$ cat config.mk
export PLATFORM = sky130hd
export DESIGN_NAME = bsf_front
export DESIGN_NICKNAME = d
export VERILOG_FILES = /design/src/rtl/core/bsf_pkg.sv /design/src/rtl/core/bsf_front.sv
export SDC_FILE = /design/constraint.sdc
export NUM_CORES = 1
export LEC_CHECK = 0
export ABC_AREA = 0
export BUFFER_PORTS_ARGS = -buffer_cell sky130_fd_sc_hd__buf_2
export CAP_MARGIN = 20
export CELL_PAD_IN_SITES_DETAIL_PLACEMENT = 1
export CELL_PAD_IN_SITES_GLOBAL_PLACEMENT = 2
export CORE_MARGIN = 2
export CORE_UTILIZATION = 27
export CTS_BUF_LIST = sky130_fd_sc_hd__clkbuf_8
export CTS_CLUSTER_SIZE = 10
export DETAILED_ROUTE_END_ITERATION = 16
export PLACE_DENSITY_LB_ADDON = 0.1
export SLEW_MARGIN = 30
export SYNTH_ARGS = -nofsm -noshare
export SYNTH_HDL_FRONTEND = slang
export SYNTH_SLANG_ARGS = --single-unit
$ cat constraint.sdc
create_clock -name clk -period 4.1 [get_ports clk]
set_clock_uncertainty 0.1 [all_clocks]
set_input_delay 0.205 -clock clk [delete_from_list [all_inputs] [get_ports clk]]
set_output_delay 0.205 -clock clk [all_outputs]
set_load 0.05 [all_outputs]
$ cat src/rtl/core/bsf_pkg.sv
// Shared types and constants of the breakable spring force block.
`default_nettype none

package bsf_pkg;

    // Configuration port
    localparam int CFG_IDX_W  = 3;
    localparam int CFG_DATA_W = 24;

    localparam logic [CFG_IDX_W-1:0] REG_RIGID_K   = 3'd0;
    localparam logic [CFG_IDX_W-1:0] REG_RIGID_C   = 3'd1;
    localparam logic [CFG_IDX_W-1:0] REG_RIGID_BRK = 3'd2;
    localparam logic [CFG_IDX_W-1:0] REG_SOFT_K    = 3'd3;
    localparam logic [CFG_IDX_W-1:0] REG_SOFT_C    = 3'd4;
    localparam logic [CFG_IDX_W-1:0] REG_SOFT_BRK  = 3'd5;

    localparam logic [19:0] RST_RIGID_K   = 20'd50000;
    localparam logic [15:0] RST_RIGID_C   = 16'd500;
    localparam logic [23:0] RST_RIGID_BRK = 24'd32768;
    localparam logic [19:0] RST_SOFT_K    = 20'd5000;
    localparam logic [15:0] RST_SOFT_C    = 16'd200;
    localparam logic [23:0] RST_SOFT_BRK  = 24'd131072;

    // Outcome codes
    localparam logic [1:0] OUT_APPLIED = 2'd0;
    localparam logic [1:0] OUT_BROKE   = 2'd1;
    localparam logic [1:0] OUT_BROKEN  = 2'd2;
    localparam logic [1:0] OUT_ZERO    = 2'd3;

    // Queue between front and back
    localparam int QUEUE_DEPTH = 4;
    localparam int QPTR_W      = 2;

    // Shared divider
    localparam int DIV_NUM_W = 64;
    localparam int DIV_DEN_W = 33;
    localparam int DIV_CNT_W = 6;

    // One classified item
    typedef struct packed {
        logic [7:0]  idx;
        logic        diag;
        logic [30:0] rest;
        logic [32:0] dx;
        logic [32:0] dy;
        logic [32:0] dvx;
        logic [32:0] dvy;
        logic [19:0] k;
        logic [15:0] c;
        logic [23:0] brk;
        logic        zero;
    } bsf_entry_t;

    typedef struct packed {
        logic                 start;
        logic [DIV_NUM_W-1:0] num;
        logic [DIV_DEN_W-1:0] den;
    } bsf_div_req_t;

    typedef struct packed {
        logic                 done;
        logic [DIV_NUM_W-1:0] quo;
    } bsf_div_rsp_t;

    typedef enum logic [4:0] {
        ST_IDLE,
        ST_SQ_Y,
        ST_SQRT,
        ST_STR_GO,
        ST_STR_WAIT,
        ST_STR_CHK,
        ST_UX_GO,
        ST_UX_WAIT,
        ST_UY_GO,
        ST_UY_WAIT,
        ST_VX,
        ST_VY,
        ST_VR,
        ST_T,
        ST_FX_LO,
        ST_FX_HI,
        ST_FY_LO,
        ST_FY_HI,
        ST_FSAT,
        ST_DONE
    } bsf_state_t;

endpackage

`default_nettype wire

$ cat src/rtl/core/bsf_front.sv
// Front end: configuration registers and classification of incoming items.
`default_nettype none

module bsf_front
    import bsf_pkg::*;
#(
    parameter int NUM_SPRINGS = 256
)
(
    input  wire logic                  clk,
    input  wire logic                  rst_n,
    input  wire logic                  cfg_write,
    input  wire logic [CFG_IDX_W-1:0]  cfg_index,
    input  wire logic [CFG_DATA_W-1:0] cfg_data,
    input  wire logic [7:0]            spring_index,
    input  wire logic                  material_select,
    input  wire logic                  is_diagonal,
    input  wire logic [30:0]           rest_len,
    input  wire logic signed [31:0]    pos_a_x,
    input  wire logic signed [31:0]    pos_a_y,
    input  wire logic signed [31:0]    pos_b_x,
    input  wire logic signed [31:0]    pos_b_y,
    input  wire logic signed [31:0]    vel_a_x,
    input  wire logic signed [31:0]    vel_a_y,
    input  wire logic signed [31:0]    vel_b_x,
    input  wire logic signed [31:0]    vel_b_y,
    output bsf_entry_t                 entry
);

    localparam int MODN = (NUM_SPRINGS > 256) ? 256 : NUM_SPRINGS;
    localparam logic [15:0] MOD_N = 16'(MODN);

    logic [19:0] rigid_k_reg;
    logic [15:0] rigid_c_reg;
    logic [23:0] rigid_brk_reg;
    logic [19:0] soft_k_reg;
    logic [15:0] soft_c_reg;
    logic [23:0] soft_brk_reg;
    logic [15:0] idx_rem;
    logic [32:0] dx;
    logic [32:0] dy;

    // Register writes; unknown indexes are dropped
    always_ff @(posedge clk or negedge rst_n)
    begin
        if (!rst_n)
        begin
            rigid_k_reg   <= RST_RIGID_K;
            rigid_c_reg   <= RST_RIGID_C;
            rigid_brk_reg <= RST_RIGID_BRK;
            soft_k_reg    <= RST_SOFT_K;
            soft_c_reg    <= RST_SOFT_C;
            soft_brk_reg  <= RST_SOFT_BRK;
        end
        else if (cfg_write)
        begin
            case (cfg_index)
                REG_RIGID_K:   rigid_k_reg   <= cfg_data[19:0];
                REG_RIGID_C:   rigid_c_reg   <= cfg_data[15:0];
                REG_RIGID_BRK: rigid_brk_reg <= cfg_data;
                REG_SOFT_K:    soft_k_reg    <= cfg_data[19:0];
                REG_SOFT_C:    soft_c_reg    <= cfg_data[15:0];
                REG_SOFT_BRK:  soft_brk_reg  <= cfg_data;
                default:       ;
            endcase
        end
    end

    // Spring index modulo the table size, restoring style over eight bits
    always_comb
    begin
        idx_rem = {8'd0, spring_index};
        for (int b = 7; b >= 0; b--)
        begin
            if (idx_rem >= (MOD_N << b))
                idx_rem = idx_rem - (MOD_N << b);
        end
    end

    assign dx = {pos_b_x[31], pos_b_x} - {pos_a_x[31], pos_a_x};
    assign dy = {pos_b_y[31], pos_b_y} - {pos_a_y[31], pos_a_y};

    // Classified item
    always_comb
    begin
        entry.idx  = idx_rem[7:0];
        entry.diag = is_diagonal;
        entry.rest = (rest_len == 31'd0) ? 31'd1 : rest_len;
        entry.dx   = dx;
        entry.dy   = dy;
        entry.dvx  = {vel_b_x[31], vel_b_x} - {vel_a_x[31], vel_a_x};
        entry.dvy  = {vel_b_y[31], vel_b_y} - {vel_a_y[31], vel_a_y};
        entry.k    = material_select ? soft_k_reg   : rigid_k_reg;
        entry.c    = material_select ? soft_c_reg   : rigid_c_reg;
        entry.brk  = material_select ? soft_brk_reg : rigid_brk_reg;
        entry.zero = (dx == 33'd0) && (dy == 33'd0);
    end

endmodule

`default_nettype wire

==> results by group <==
Outcome
  – Status: finished, violations left
  – Violated checks: negative setup slack

Layout
  – Layout fillers: 5516
  – NumNets Final: 2483
  – Final non-filler cell area: 0.0172 mm2
  – Area added between synthesis and finish: 40.3%
  – Share of layout cells above drive strength 1: 0.457
  – Multi-input gate area: 0.00856 mm2
  – Finished Core Util: 0.382
  – FF/Latch Area: 0.00303 mm2

Clock tree
  – Clock tree from TritonCTS: built
  – TritonCTS buffer count: 17
  – CTS Buffer Depth: 2
  – CTS root buffer: clkbuf_8
  – Worst-path clk slew: 70 ps
  – Insertion delay of the later-clocked pin in the worst-skew pair: 420 ps
  – Number of H-tree levels: 4
  – Clock sink count: 120

Timing
  – RSZ-0062 raised after global routing: true
  – Finish-stage setup viols: 1
  – Worst Slack Setup Final: -193 ps
  – Pin slew with the least headroom to its limit: 763 ps
  – Max Clock Freq: 233 MHz
  – Max Transition Viols Final: 0
  – Final number of hold-violating endpoints: 0
  – Headroom to the max-slew limit: 0.492
  – Share of the clock period used by the worst path after layout: 1.05
  – Setup TNS: -193 ps
  – Tmin final: 4290 ps

Setup path
  – Sort of element at the end of the critical path: primary output
  – WP buf/inv: 3
  – Data arrival time of the worst path: 3990 ps
  – Data required time at the worst endpoint: 3800 ps
  – Crit path max-delay family: simple AND/OR/NAND/NOR gates
  – Class of the most critical setup path: in -> out
  – Largest stage delay on the critical path: 530 ps
  – Most common cell on crit path: nor4_4
  – Critical Path Slowest Stage Cell: or4_4
  – Worst-path cell chain: buf_6, inv_4, ha_4, fa_2, nand2b_4, a21oi_2, o221a_1, a21o_1, xor2_4, or4_4, or4b_4, nor4_4, nand4_1, nor4b_2, nand4b_1, nor4_4, buf_12
  – Crit start category: primary input
  – Largest fanout on the critical path: 2

Power
  – Total power per unit cell area: 406 mW/mm2
  – Static Leakage: 8.85 nW
  – Peak supply drop: 0.000407 V

Synth
  – Mux share of post-synthesis cell area: 0.169
  – Simple-gate area share of the yosys netlist: 0.121
  – Avg Inst Size Synth: 8.77 um2
  – Fraction of the mapped netlist area in compound gates: 0.178
  – Sequential-to-total area share from yosys stat: 0.247
  – Register bit count reported by yosys: 120
  – Yosys synthesis warning count: 0
  – Main flop type after synthesis: dfrtp_1
  – Netlist cell types: 74
  – Synth Instances: 1398
  – Post-Syn Nets: 1857
  – Async SR Flop Fraction: 1.00
  – Dominant combinational cell family by area after synthesis: compound AO/OA/AOI/OAI gates
  – Area share of xor/xnor cells in the synthesized design: 0.0757
  – Adder and majority cell fraction of the synthesized area: 0.137
  – Cell area after technology mapping: 0.0123 mm2
  – Number of synthesized flops with an enable pin: 0

Detailed routing
  – Detailed Route Iter0 Violations: 453
  – Detailed-router iteration count before antenna repair: 4
  – Wirelength, routed: 51.1 mm
  – ANT nets after route: 0
  – Vias per inst: 4.82
  – Via count: 12800
  – Post-route DRC: 0
  – Average wire per cell in the routed design: 19.3 um

Floorplan
  – Initial standard-cell utilization of the core: 0.272
  – Die Footprint: 0.0472 mm2
  – Die height: 217 um
  – Die outline width: 217 um
  – Floorplan Core Area: 0.0451 mm2
  – Number of placement rows: 78
  – Number of primary I/O pins: 560

Global routing
  – Total congestion overflow: 0
  – Number of antenna violations at the first check in global routing: 10
  – Maximum number of pins on one net before global-route repair: 84
  – Global Route Usage Sum: 0.210
  – Number of global-route vias before repair: 13300
  – Global-route wire length before repair: 77.3 mm

Job
  – MaxCap Viol Count: 0

Place
  – Placed Instance Area: 0.0163 mm2
  – Final weighted congestion in routability-driven placement: 0.844
  – Hpwl dp: 43.8 mm
  – Number of buffers inserted by port buffering: 541

Min path
  – Worst hold-check path type: in -> async
==> per-stage QoR <==
| step | setup WS [ps] | instances | power (W) | hold WS [ps] |
|---|---|---|---|---|
| finish | -193 | 2644 | 0.00698 | 298 |
| global route | -388 | 2639 | 0.00740 | 310 |
| CTS | -373 | 2634 | 0.00705 | 292 |
| detailed placement | -550 | 2575 | 0.00589 | 210 |
| global placement | -433 | 2575 | 0.00583 | 310 |
| floorplan | -103 | 1398 | 0.00459 | -191 |
==> routing by layer <==
metal	share of wire	GRT usage	up-vias
met5	0.0011	0	-
met4	0.0086	0.0295	10
met3	0.073	0.0507	37
met2	0.49	0.366	344
met1	0.43	0.267	6166
li1	-	-	6194
==> cell usage in the layout, fill, tap and decap left out, drive strengths merged, types with 22 or more instances in the layout <==
cell type,synthesis,final
a21o,39,39
a21oi,102,102
buf,12,647
clkbuf,56,26
dfrtp,98,98
dfstp,22,22
dlygate4sd3,0,25
ha,128,128
inv,163,165
mux2,180,180
nand2,59,59
nand3,24,24
nor2,75,75
nor3,30,30
o21a,31,31
o21ai,54,54
xnor2,70,70
xor2,36,36
==> synthesized netlist by cell type, types with 10 or more instances <==
| cell type | count | area, um2 |
|---|---|---|
| a211o_1 | 10 | 87.6 |
| a21o_1 | 39 | 293 |
| a21oi_1 | 102 | 510 |
| a31oi_1 | 13 | 81.3 |
| and3_1 | 12 | 75.1 |
| clkbuf_1 | 56 | 210 |
| dfrtp_1 | 98 | 2450 |
| dfstp_2 | 22 | 578 |
| ha_1 | 128 | 1600 |
| inv_1 | 163 | 612 |
| mux2_2 | 180 | 2030 |
| nand2_1 | 59 | 221 |
| nand2b_1 | 11 | 68.8 |
| nand3_1 | 24 | 120 |
| nand4_1 | 12 | 75.1 |
| nor2_1 | 75 | 282 |
| nor2b_1 | 14 | 87.6 |
| nor3_1 | 30 | 150 |
| nor4_1 | 13 | 81.3 |
| o21a_1 | 31 | 233 |
| o21ai_0 | 52 | 260 |
| o21bai_1 | 13 | 97.6 |
| xnor2_1 | 70 | 613 |
| xor2_1 | 36 | 315 |
==> logic make-up (layout without fill, tap and decap cells) <==
group	after synthesis	count (layout)
other	0	7
AOI/OAI and AO/OA	333	333
DFF	120	120
muxes	184	184
adders and majority gates	132	132
buffers and inverters	231	870
and+or+nand+nor	292	292
xor gates and xnor gates	106	106
==> power by group <==
part | total [W] | leakage (nW) | internal (W) | switching, W
clock | 0.00108 | 0.220 | 0.000632 | 0.000451
sequential | 0.00160 | 1.41 | 0.00148 | 0.000121
combinational | 0.00430 | 7.23 | 0.00138 | 0.00291
total | 0.00698 | 8.85 | 0.00350 | 0.00349
==> cell type report <==
class	instances	area share
Timing Repair Buffer	675	0.222
Antenna cell	7	0.00102
Multi-Input combinational cell	1047	0.497
Inverter	163	0.0357
Clock inverter	9	0.00574
Sequential cell	120	0.176
Clock buffer	23	0.0184
Tap cell	600	0.0436
==> what timing repair did <==
action                     in CTS  in global routing
buffers inserted                2                  3
hold endpoints to repair      183                  0
resized for setup               9                 33
hold buffers                   25                  0
pin swaps                       8                 12
setup endpoints to repair       3                 12
==> path summary, 6_finish.rpt <==
kind                                                 to  slack (ps)  cells after the start                        from
hold reg to reg              soft_k_reg[16]$_DFFE_PN0P_         400                      1  soft_k_reg[16]$_DFFE_PN0P_
setup / recovery                               entry[0]        -190                     17                  pos_b_y[0]
min in group clk                             entry[225]         310                      0             spring_index[0]
hold / removal             rigid_brk_reg[4]$_DFFE_PN0P_         300                      2                       rst_n
max in group asynchronous     soft_k_reg[9]$_DFFE_PN1P_        2560                      3                       rst_n
setup reg to reg             rigid_k_reg[5]$_DFFE_PN0P_        3220                      1  rigid_k_reg[5]$_DFFE_PN0P_
Note: power is estimated with default switching activity, not from simulation.
