===== src/rtl/core/bsf_pkg.sv =====
// Shared types and constants of the breakable spring force block.
`default_nettype none

package bsf_pkg;

    // Configuration port
    localparam int CFG_IDX_W  = 3;
    localparam int CFG_DATA_W = 24;

    localparam logic [CFG_IDX_W-1:0] REG_RIGID_K   = 3'd0;
    localparam logic [CFG_IDX_W-1:0] REG_RIGID_C   = 3'd1;
    localparam logic [CFG_IDX_W-1:0] REG_RIGID_BRK = 3'd2;
    localparam logic [CFG_IDX_W-1:0] REG_SOFT_K    = 3'd3;
    localparam logic [CFG_IDX_W-1:0] REG_SOFT_C    = 3'd4;
    localparam logic [CFG_IDX_W-1:0] REG_SOFT_BRK  = 3'd5;

    localparam logic [19:0] RST_RIGID_K   = 20'd50000;
    localparam logic [15:0] RST_RIGID_C   = 16'd500;
    localparam logic [23:0] RST_RIGID_BRK = 24'd32768;
    localparam logic [19:0] RST_SOFT_K    = 20'd5000;
    localparam logic [15:0] RST_SOFT_C    = 16'd200;
    localparam logic [23:0] RST_SOFT_BRK  = 24'd131072;

    // Outcome codes
    localparam logic [1:0] OUT_APPLIED = 2'd0;
    localparam logic [1:0] OUT_BROKE   = 2'd1;
    localparam logic [1:0] OUT_BROKEN  = 2'd2;
    localparam logic [1:0] OUT_ZERO    = 2'd3;

    // Queue between front and back
    localparam int QUEUE_DEPTH = 4;
    localparam int QPTR_W      = 2;

    // Shared divider
    localparam int DIV_NUM_W = 64;
    localparam int DIV_DEN_W = 33;
    localparam int DIV_CNT_W = 6;

    // One classified item
    typedef struct packed {
        logic [7:0]  idx;
        logic        diag;
        logic [30:0] rest;
        logic [32:0] dx;
        logic [32:0] dy;
        logic [32:0] dvx;
        logic [32:0] dvy;
        logic [19:0] k;
        logic [15:0] c;
        logic [23:0] brk;
        logic        zero;
    } bsf_entry_t;

    typedef struct packed {
        logic                 start;
        logic [DIV_NUM_W-1:0] num;
        logic [DIV_DEN_W-1:0] den;
    } bsf_div_req_t;

    typedef struct packed {
        logic                 done;
        logic [DIV_NUM_W-1:0] quo;
    } bsf_div_rsp_t;

    typedef enum logic [4:0] {
        ST_IDLE,
        ST_SQ_Y,
        ST_SQRT,
        ST_STR_GO,
        ST_STR_WAIT,
        ST_STR_CHK,
        ST_UX_GO,
        ST_UX_WAIT,
        ST_UY_GO,
        ST_UY_WAIT,
        ST_VX,
        ST_VY,
        ST_VR,
        ST_T,
        ST_FX_LO,
        ST_FX_HI,
        ST_FY_LO,
        ST_FY_HI,
        ST_FSAT,
        ST_DONE
    } bsf_state_t;

endpackage

`default_nettype wire


===== src/rtl/core/bsf_queue.sv =====
// Short item queue between the front end and the force engine.
`default_nettype none

module bsf_queue
    import bsf_pkg::*;
(
    input  wire logic        clk,
    input  wire logic        rst_n,
    input  wire logic        push,
    input  bsf_entry_t       wdata,
    output logic             full,
    input  wire logic        pop,
    output bsf_entry_t       rdata,
    output logic             empty
);

    bsf_entry_t          mem_reg [QUEUE_DEPTH];
    logic [QPTR_W-1:0]   wr_ptr_reg;
    logic [QPTR_W-1:0]   rd_ptr_reg;
    logic [QPTR_W:0]     count_reg;
    logic                do_push;
    logic                do_pop;

    assign full    = (count_reg == (QPTR_W+1)'(QUEUE_DEPTH));
    assign empty   = (count_reg == '0);
    assign do_push = push && !full;
    assign do_pop  = pop && !empty;
    assign rdata   = mem_reg[rd_ptr_reg];

    // Storage
    always_ff @(posedge clk)
    begin
        if (do_push)
            mem_reg[wr_ptr_reg] <= wdata;
    end

    // Pointers and fill count
    always_ff @(posedge clk or negedge rst_n)
    begin
        if (!rst_n)
        begin
            wr_ptr_reg <= '0;
            rd_ptr_reg <= '0;
            count_reg  <= '0;
        end
        else
        begin
            if (do_push)
                wr_ptr_reg <= wr_ptr_reg + 1'b1;
            if (do_pop)
                rd_ptr_reg <= rd_ptr_reg + 1'b1;
            if (do_push && !do_pop)
                count_reg <= count_reg + 1'b1;
            else if (do_pop && !do_push)
                count_reg <= count_reg - 1'b1;
        end
    end

endmodule

`default_nettype wire


===== config.mk =====
export PLATFORM = sky130hd
export DESIGN_NAME = bsf_queue
export DESIGN_NICKNAME = d
export VERILOG_FILES = /design/src/rtl/core/bsf_pkg.sv /design/src/rtl/core/bsf_queue.sv
export SDC_FILE = /design/constraint.sdc
export NUM_CORES = 1
export LEC_CHECK = 0
export BUFFER_PORTS_ARGS = -buffer_cell sky130_fd_sc_hd__buf_2
export CAP_MARGIN = 20
export CORE_ASPECT_RATIO = 1.25
export CORE_MARGIN = 1
export CORE_UTILIZATION = 45
export CTS_CLUSTER_DIAMETER = 50
export CTS_CLUSTER_SIZE = 24
export DETAILED_ROUTE_END_ITERATION = 8
export PLACE_DENSITY_LB_ADDON = 0.05
export SLEW_MARGIN = 20
export SYNTH_ARGS = -nofsm -noshare
export SYNTH_HDL_FRONTEND = slang
export SYNTH_SLANG_ARGS = --single-unit

===== constraint.sdc =====
create_clock -name clk -period 9.45 [get_ports clk]
set_input_delay 0.945 -clock clk [delete_from_list [all_inputs] [get_ports clk]]
set_output_delay 0.945 -clock clk [all_outputs]
set_load 0.01 [all_outputs]

==> results of run 1 <==
[where the power goes]
group          total [mW]  internal (mW)  switching [mW]
Sequential           5.72           5.50           0.221
Combinational        3.75           1.62            2.13
Clock                3.54           1.84            1.71
[worst max-delay path, delay by kind of cell (launching register included)]
family / cells / cell delay, ns
flip-flops: 1 / 0.79
multiplexers: 1 / 0.61
buffers and inverters: 3 / 1.56
[routing by layer]
layer  track usage  vias to the layer above  share of wire
li1              -                     6541              -
met1         0.227                     8048           0.38
met2         0.317                      443           0.51
met3        0.0659                      133          0.087
met4        0.0532                       36          0.020
met5             0                        -         0.0030
[cell families (layout without fill, tap and decap cells)]
| group | Yosys count | in the layout |
|---|---|---|
| buffers and inverters | 57 | 646 |
| other | 0 | 7 |
| adders and majority gates | 6 | 6 |
| and+or+nand+nor | 10 | 10 |
| muxes | 235 | 235 |
| xor gates and xnor gates | 6 | 6 |
| DFF | 939 | 939 |
[path summary, 6_finish.rpt]
path / slack (ns) / startpoint / cells past startpoint / to
setup / recovery: 4.76 / rd_ptr_reg[0] / 4 / rdata[82]
hold / removal: 0.14 / rst_n / 1 / count_reg[2]
setup reg to reg: 5.68 / count_reg[2] / 5 / mem_reg[0][81]
hold reg to reg: 0.50 / count_reg[2] / 1 / count_reg[2]
max in group asynchronous: 9.14 / rst_n / 1 / rd_ptr_reg[0]
min in group clk: 0.50 / count_reg[2] / 1 / count_reg[2]
[final cells by class]
| type | count | area (um^2) | area share |
|---|---|---|---|
| flip-flops and latches | 939 | 28200 | 0.697 |
| multi-input cells | 257 | 5470 | 0.135 |
| repair buffers | 491 | 2590 | 0.0641 |
| clock buffers | 83 | 2060 | 0.0509 |
| well taps | 969 | 1210 | 0.0300 |
| clock inverters | 68 | 888 | 0.0220 |
| diodes | 7 | 17.5 | 0.000433 |
| inverters | 4 | 15.0 | 0.000371 |
[placed cells by master, fill, tap and decap left out, drive strengths merged]
master,instances
clkinvlp,6
clkbuf,83
nor2,1
nand3,1
xnor2,4
xor2,2
nor3b,1
inv,33
nor2b,1
nand2,1
buf,491
mux4,233
dfrtp,7
clkinv,29
edfxtp,932
fa,1
ha,5
or3,1
and2,4
mux2,2
diode,7
bufinv,4
[through the flow]
step           setup WS (ns)  std cells  power (mW)
2_1_floorplan           2.31       1253        8.33
3_3_place_gp            5.10       2658        9.66
3_5_place_dp            5.04       2658        9.69
4_1_cts                 4.53       2809        13.2
5_1_grt                 4.37       2814        13.6
6_report                4.76       2818        13.0
==> results.tsv, run 1 <==
stage	metric	value	unit
status	status	completed	
timing	unrepaired setup endpoints after global routing	no	
clock_tree	number of gates resized after cts	0	
floorplanning	die height	309	um
synthesis	Synth Area in Compound Gates	0	
power_and_ir_drop	pwr/cell area	322	nW/um^2
detailed_routing	Pre-antenna DRT Iters	5	
synthesis	Yosys reg bits	939	
clock_tree	hold_buf cts	0	
synthesis	sequential element share of the synthesized area	0.828	
floorplanning	area of the core	74700	um^2
floorplanning	die width	248	um
floorplanning	Initial Utilization	0.455	
floorplanning	row count	112	
synthesis	Adder-Cell Fraction of Synth Area	0.00243	
timing	Slew HR	0.230	
synthesis	synth cell count leaders	edfxtp_1, mux4_2, buf_2	
synthesis	Cells after Synth	1253	
synthesis	syn nets	1496	
floorplanning	die area	76700	um^2
place	HPWL Detailed	44100	um
power_and_ir_drop	maximum vdd drop	269	uV
hold_path	hold crit path type	input pin to asynchronous set/reset pin	
clock_tree	Setup Buffers After CTS	0	
synthesis	Synth cell types	20	
synthesis	largest family of logic cells by synthesized area	multiplexers	
grt	aggregate global-route resource usage	0.187	
finish	max FFs per register	932	
synthesis	Simple-Gate Fraction of Synth Area	0.00169	
detailed_routing	DRT Wirelength	72200	um
setup_path	crit start category	flop	
finish	design area	40400	um^2
synthesis	synth warn	0	
setup_path	CP Data Arrival Time	3.75	ns
clock_tree	clock sink count	939	
finish	share of layout cells above drive strength 1	0.477	
setup_path	crit-path cells	buf_12 > buf_4 > mux4_2 > buf_2	
clock_tree	CTS tree	done	
synthesis	multiplexer area fraction after synthesis	0.155	
clock_tree	deepest clock path buffer count	3	
timing	Setup Skew	0.0269	ns
grt	largest net degree at the start of global routing	150	
grt	initial antenna violation count	30	
setup_path	max incr delay on CP	0.79	ns
finish	Synth-to-Final Area Change	18.9	%
timing	total negative slack	0	ns
setup_path	Worst Path Required	8.51	ns
timing	Tcrit/Tclk final	0.497	
clock_tree	CTS root buf	clkbuf_16	
finish	Fill cells	5713	
clock_tree	Worst-Skew Late Latency	0.64	ns
grt	aggregate global routing overflow	0	
clock_tree	H-tree depth reported by CTS	3	
detailed_routing	DRT iter0 DRCs	813	
synthesis	Post-synth top flop	edfxtp_1	
detailed_routing	average wire per standard cell	25.6	um
detailed_routing	Vias	15200	
synthesis	Post-synth EDFFs	932	
floorplanning	IO Count	472	
detailed_routing	# DRC	0	
synthesis	area leader, netlist	edfxtp_1	
synthesis	Synth top area share	0.823	
detailed_routing	vias per std cell	5.39	
clock_tree	Clock transition at path regs	0.07	ns
setup_path	crit end category	output pin	
setup_path	Critical Path Fanout Max	93	
timing	final slew viol count	0	
synthesis	Synth Area in XOR/XNOR	0.00155	
timing	Max Fclk	213	MHz
power_and_ir_drop	LEAKAGE	13.6	nW
grt	vias in the first global route	15900	
timing	worst hold slack	0.139	ns
synthesis	cells taking the most area after synthesis	edfxtp_1, mux4_2, buf_6, dfrtp_1, buf_2	
synthesis	most common cell in the synthesized netlist	edfxtp_1	
synthesis	Mean Syn Cell Area	27.1	um^2
timing	Final Setup Violations	0	
setup_path	Worst path slowest cell	dfrtp_4	
timing	Worst-Margin Slew	1.16	ns
synthesis	Mapped Area	34000	um^2
detailed_routing	Post-DRT Antenna Nets	0	
synthesis	asr flop ratio synth	0.00745	
timing	Hold Violations, Final	0	
finish	Final nets	2018	
place	Port Buffers	471	
finish	Final Util	0.541	
clock_tree	number of buffers created by CTS	82	
timing	Tmin final	4.69	ns
place	dpl cell area	37400	um^2
grt	first-pass GRT wire length	104000	um
place	routability cong.	0.744	
job	total of max-cap violations	0	
setup_path	critical path class	flop to output pin	
Power figures use the tool's default switching activity.
==> inputs of run 2 (changes only) <==
==> constraint.sdc (replaced) <==
create_clock -name clk -period 4.5 [get_ports clk]
set_input_delay 0.45 -clock clk [delete_from_list [all_inputs] [get_ports clk]]
set_output_delay 0.45 -clock clk [all_outputs]
set_load 0.01 [all_outputs]
==> run 2 against run 1 <==
Sequential share of layout area down 3.4 points. Global-route usage up 0.30 points. Flip-flop and latch count unchanged. Critical path depth down 1. Critical path type unchanged. Critical endpoint is now rdata[90].
==> results.tsv, run 2 (synthesis results as in run 1) <==
stage	metric	value	unit	change
status	status	completed		
detailed_routing	DRT iter0 DRCs	906		+11%
clock_tree	number of gates resized after cts	0		unchanged
clock_tree	CTS root buf	clkbuf_16		
setup_path	Worst path slowest cell	dfrtp_4		
power_and_ir_drop	Sequential Power Share	0.437		-0.002
setup_path	Reg2Reg Setup Slack	1.86	ns	-3.82 ns
power_and_ir_drop	Clock power frac	0.267		-0.005
detailed_routing	vias per std cell	5.22		-3.1%
place	Port Buffers	471		unchanged
power_and_ir_drop	switching power	8.49	mW	+110%
setup_path	CP Data Arrival Time	2.91	ns	-0.84 ns
hold_path	hold path endpoint	mem_reg[3][112]		
timing	Setup Skew	0.0278	ns	+0.000963 ns
clock_tree	deepest clock path buffer count	3		unchanged
setup_path	crit end category	output pin		
grt	first-pass GRT wire length	107000	um	+2.7%
finish	Final Util	0.569		+0.0282
clock_tree	H-tree depth reported by CTS	3		unchanged
power_and_ir_drop	maximum vdd drop	484	uV	+80%
timing	Tmin final	3.36	ns	
clock_tree	hold_buf cts	194		+194
setup_path	reg-to-reg endpoint	mem_reg[3][44]		
power_and_ir_drop	Gate power share	0.296		+0.008
finish	share of layout cells above drive strength 1	0.434		-0.0435
timing	total negative slack	0	ns	unchanged
setup_path	Reg2Reg Depth	4		-1
place	HPWL Detailed	44300	um	+0.59%
power_and_ir_drop	Pwr Total	27.5	mW	+110%
power_and_ir_drop	Pint	19.0	mW	+110%
clock_tree	Clock transition at path regs	0.07	ns	about the same
detailed_routing	Vias	15800		+3.7%
setup_path	max incr delay on CP	0.96	ns	+0.17 ns
clock_tree	Worst-Skew Late Latency	0.64	ns	about the same
setup_path	worst r2r src	count_reg[2]		
timing	final slew viol count	0		unchanged
floorplanning	IO Count	472		unchanged
timing	Final Setup Violations	0		unchanged
floorplanning	row count	112		unchanged
timing	Worst-Margin Slew	1.03	ns	-0.124 ns
floorplanning	die width	248	um	unchanged
clock_tree	number of buffers created by CTS	81		-1.2%
grt	largest net degree at the start of global routing	146		-2.7%
power_and_ir_drop	LEAKAGE	14.5	nW	+6.4%
place	routability cong.	0.737		-0.95%
timing	Tcrit/Tclk final	0.746		
hold_path	hold path depth	1		
clock_tree	CTS tree	done		
finish	Final nets	2219		+10%
detailed_routing	DRT Wirelength	72600	um	+0.57%
hold_path	hold crit path type	input pin to flop		
floorplanning	Initial Utilization	0.455		unchanged
setup_path	Critical Path Fanout Max	37		-60%
power_and_ir_drop	sw frac	0.309		-0.00361
power_and_ir_drop	pwr/cell area	647	nW/um^2	+100%
grt	aggregate global-route resource usage	0.191		+0.00303
floorplanning	die height	309	um	unchanged
floorplanning	area of the core	74700	um^2	unchanged
clock_tree	Setup Buffers After CTS	0		unchanged
floorplanning	die area	76700	um^2	unchanged
detailed_routing	average wire per standard cell	24.1	um	-6.0%
setup_path	crit start category	flop		
grt	initial antenna violation count	8		-73%
finish	Fill cells	5584		-2.3%
finish	commonest non-fill, non-tap cell in the layout	edfxtp_1		
timing	Hold Violations, Final	0		unchanged
job	total of max-cap violations	0		unchanged
place	Place WS	1.72	ns	-3.32 ns
setup_path	crit-path cells	buf_4 > mux4_2 > buf_2		
timing	Max Fclk	298	MHz	
timing	setup ws final	1.14	ns	-3.61 ns
detailed_routing	Pre-antenna DRT Iters	4		-1
finish	Synth-to-Final Area Change	25.0	%	
setup_path	Worst Path Required	4.05	ns	-4.46 ns
timing	Slew HR	0.312		+0.0824
timing	unrepaired setup endpoints after global routing	no		
hold_path	Worst Hold Launch	wdata[112]		
clock_tree	clock sink count	939		unchanged
detailed_routing	# DRC	0		unchanged
finish	commonest cells after routing, fill and taps aside	edfxtp_1, buf_2, mux4_2, dlygate4sd3_1, clkbuf_16		
detailed_routing	Post-DRT Antenna Nets	0		unchanged
grt	vias in the first global route	16900		+6.2%
grt	aggregate global routing overflow	0		unchanged
timing	worst hold slack	0.0471	ns	-0.0923 ns
finish	max FFs per register	932		unchanged
setup_path	critical path class	flop to output pin		
## run 2: cell count changes in the layout (fill, tap and decap cells not counted), sizes merged
cell / before / now
clkinv: 29 / 20
diode: 7 / 4
clkbuf: 83 / 85
inv: 33 / 37
buf: 491 / 499
dlygate4sd3: 0 / 194
clkinvlp: 6 / 8
## run 2: power groups by stage
stage                     Combinational, mW  Clock [mW]  Sequential, mW
after global placement                 8.28           0            12.2
after CTS                              8.45        7.57            12.1
after floorplan                        5.10           0            12.1
after global routing                   8.77        7.87            12.2
final                                  8.15        7.35            12.0
after detailed placement               8.28           0            12.3
## run 2: critical path: cells and delay by family (launching register included)
family   cells  cell delay (ns)
buf+inv      2             0.64
mux          1             0.60
flops        1             0.96
## run 2: worst max-delay path by stage
stage / start / to / slack [ns] / depth (start not counted)
finish: rd_ptr_reg[0] / rdata[90] / 1.14 / 3
global route: rd_ptr_reg[0] / rdata[90] / 0.93 / 3
CTS: rd_ptr_reg[0] / rdata[90] / 1.02 / 3
detailed placement: rd_ptr_reg[0] / rdata[90] / 1.72 / 3
global placement: rd_ptr_reg[0] / rdata[90] / 1.74 / 3
floorplan: count_reg[2] / mem_reg[0][0] / 0.37 / 4
## run 2: metal layers
layer  part of all wire  global-route usage  wire length [um]  vias to the layer above
li1                   -                   -                 -                     6927
met1               0.40               0.242             28800                     8296
met2               0.51               0.319             37100                      414
met3              0.070              0.0511              5060                      111
met4              0.021              0.0592              1550                       10
met5            0.00096                   0                70                        -
## run 2: layout make-up
class	instances	area [um^2]	share of cell area
Clock inverter	65	790	0.0186
Tap cell	969	1210	0.0285
Antenna cell	4	10.0	0.000235
Clock buffer	85	2080	0.0490
Inverter	4	15.0	0.000353
Multi-Input combinational cell	257	5470	0.129
Timing Repair Buffer	693	4770	0.112
Sequential cell	939	28200	0.662
## run 2: metrics by stage
stage / cell area [um^2] / cells
2_1_floorplan: 34000 / 1253
3_3_place_gp: 37700 / 2668
3_5_place_dp: 37700 / 2668
4_1_cts: 42500 / 3012
5_1_grt: 42500 / 3013
6_report: 42500 / 3016
==> inputs of run 3 (changes only) <==
==> constraint.sdc (replaced) <==
create_clock -name clk -period 3 [get_ports clk]
set_input_delay 0.3 -clock clk [delete_from_list [all_inputs] [get_ports clk]]
set_output_delay 0.3 -clock clk [all_outputs]
set_load 0.01 [all_outputs]
==> run 3 against run 2 <==
Via count grew 1.1%. Sequential share of layout area down 0.45 points. Cell count increased by 1.2%. Combinational power up 56%. Hold slack improved by 0.043 ns. Sequential power rose by 48%. Setup slack lost 0.98 ns. Largest power group unchanged. Register-to-register slack worse by 1.2 ns. Design area grew 0.68%. Clock skew fell by 0.0070 ns. Highest routed layer unchanged. Flip-flop and latch count stayed put.
==> results.tsv, run 3 (synthesis results as in run 1) <==
stage	metric	value	unit	change
finish	area occupied by registers	28200	um^2	unchanged
timing	Final Setup Violations	0		unchanged
clock_tree	clock sink count	939		unchanged
clock_tree	Setup Buffers After CTS	0		unchanged
grt	aggregate global routing overflow	0		unchanged
timing	Hold Violations, Final	0		unchanged
detailed_routing	average wire per standard cell	23.8	um	-1.2%
floorplanning	die area	76700	um^2	unchanged
timing	final slew viol count	0		unchanged
setup_path	critical path class	flop to output pin		
floorplanning	die height	309	um	unchanged
job	total of max-cap violations	0		unchanged
finish	commonest non-fill, non-tap cell in the layout	edfxtp_1		
place	Port Buffers	471		unchanged
power_and_ir_drop	LEAKAGE	14.6	nW	+0.77%
setup_path	CP Data Arrival Time	2.54	ns	-0.37 ns
hold_path	hold crit path type	input pin to asynchronous set/reset pin		
timing	unrepaired setup endpoints after global routing	no		
timing	Worst-Margin Slew	0.537	ns	-0.496 ns
place	HPWL Detailed	45200	um	+2.1%
timing	worst hold slack	0.0898	ns	+0.0427 ns
timing	Max Fclk	352	MHz	
setup_path	reg-to-reg endpoint	mem_reg[2][227]		
finish	Fill cells	5567		-0.30%
finish	Synth-to-Final Area Change	25.9	%	
floorplanning	area of the core	74700	um^2	unchanged
finish	max FFs per register	932		unchanged
clock_tree	hold_buf cts	235		+21%
clock_tree	H-tree depth reported by CTS	3		unchanged
place	routability cong.	0.715		-3.0%
clock_tree	CTS tree	done		
grt	initial antenna violation count	9		+1
detailed_routing	Pre-antenna DRT Iters	4		unchanged
clock_tree	Worst-Skew Late Latency	0.64	ns	about the same
setup_path	Critical Path Fanout Max	45		+22%
grt	aggregate global-route resource usage	0.190		about the same
clock_tree	number of buffers created by CTS	72		-11%
floorplanning	row count	112		unchanged
clock_tree	Clock transition at path regs	0.08	ns	about the same
power_and_ir_drop	pwr/cell area	947	nW/um^2	+46%
clock_tree	number of gates resized after cts	0		unchanged
timing	Tmin final	2.84	ns	
floorplanning	Initial Utilization	0.455		unchanged
timing	Slew HR	0.641		+0.330
detailed_routing	vias per std cell	5.22		-0.11%
grt	vias in the first global route	17000		+0.67%
finish	Final nets	2265		+2.1%
finish	commonest cells after routing, fill and taps aside	edfxtp_1, buf_2, dlygate4sd3_1, mux4_2, clkbuf_16		
floorplanning	IO Count	472		unchanged
setup_path	Reg2Reg Setup Slack	0.70	ns	-1.16 ns
finish	design area	42800	um^2	+0.68%
detailed_routing	Vias	15900		+1.1%
setup_path	crit end category	output pin		
clock_tree	deepest clock path buffer count	3		unchanged
power_and_ir_drop	maximum vdd drop	638	uV	+32%
status	status	completed		
detailed_routing	# DRC	0		unchanged
setup_path	Reg2Reg Depth	4		unchanged
timing	Setup Skew	0.0208	ns	-0.00700 ns
place	Place WS	0.663	ns	-1.06 ns
grt	first-pass GRT wire length	107000	um	+0.67%
finish	share of layout cells above drive strength 1	0.422		-0.0120
timing	Tcrit/Tclk final	0.946		
clock_tree	CTS root buf	clkbuf_16		
place	dpl cell area	37900	um^2	+0.58%
floorplanning	die width	248	um	unchanged
grt	largest net degree at the start of global routing	80		-45%
timing	setup ws final	0.163	ns	-0.979 ns
setup_path	Worst Path Required	2.70	ns	-1.35 ns
finish	area occupied by multi-input gates	5470	um^2	unchanged
detailed_routing	Post-DRT Antenna Nets	0		unchanged
setup_path	crit start category	flop		
detailed_routing	DRT Wirelength	72600	um	about the same
setup_path	critical path startpoint	rd_ptr_reg[0]		
setup_path	worst r2r src	count_reg[2]		
detailed_routing	DRT iter0 DRCs	783		-14%
## run 3: changes by cell type in the layout (fill, tap and decap cells not counted), moves of 3 or more
cell / change
inv_8: -6
clkbuf_16: -11
buf_12: +9
inv_16: +3
clkinvlp_4: -4
dlygate4sd3_1: +41
buf_4: +5
clkinv_1: +5
clkinv_8: +3
inv_12: -6
## run 3: area by class of cell
class                      count  share of cell area
inverter                       4            0.000351
tap                          969              0.0283
multi-input combinational    257               0.128
antenna                        3            0.000175
timing repair buffer         748               0.126
sequential                   939               0.658
clock buffer                  74              0.0423
clock inverter                58              0.0170
## run 3: report_power, final
part | leakage, nW | internal, mW | switching (mW) | total (mW)
combinational | 4.76 | 5.66 | 7.00 | 12.7
clock | 1.22 | 5.08 | 4.97 | 10.1
sequential | 8.62 | 17.3 | 0.576 | 17.8
total | 14.6 | 28.0 | 12.5 | 40.6
## run 3: metrics by stage
step           utilization   TNS, ns  cells  power, mW
4_1_cts              0.573         0   3049       41.4
2_1_floorplan            -  -1052.97   1253       25.9
5_1_grt              0.573         0   3051       42.5
6_report             0.573         0   3052       40.6
3_5_place_dp         0.508         0   2682       31.0
3_3_place_gp         0.508         0   2682       30.9
## run 3: worst max-delay path, cell delays in order, from the launching register on
cell	delay [ns]
dfrtp_4	0.66
buf_12	0.39
mux4_2	0.62
buf_2	0.17
## run 3: worst max-delay path by stage
stage | endpoint | cells past startpoint
4_1_cts | rdata[35] | 3
2_1_floorplan | mem_reg[0][0] | 4
5_1_grt | rdata[35] | 3
3_5_place_dp | mem_reg[0][101] | 4
6_report | rdata[35] | 3
3_3_place_gp | mem_reg[0][133] | 4
## run 3: routing by layer
layer | vias up | wire length (um) | global-route usage
met2 | 408 | 37200 | 0.320
met4 | 14 | 1320 | 0.0534
li1 | 7014 | - | -
met5 | - | 89 | 0
met3 | 81 | 5160 | 0.0493
met1 | 8412 | 28800 | 0.245
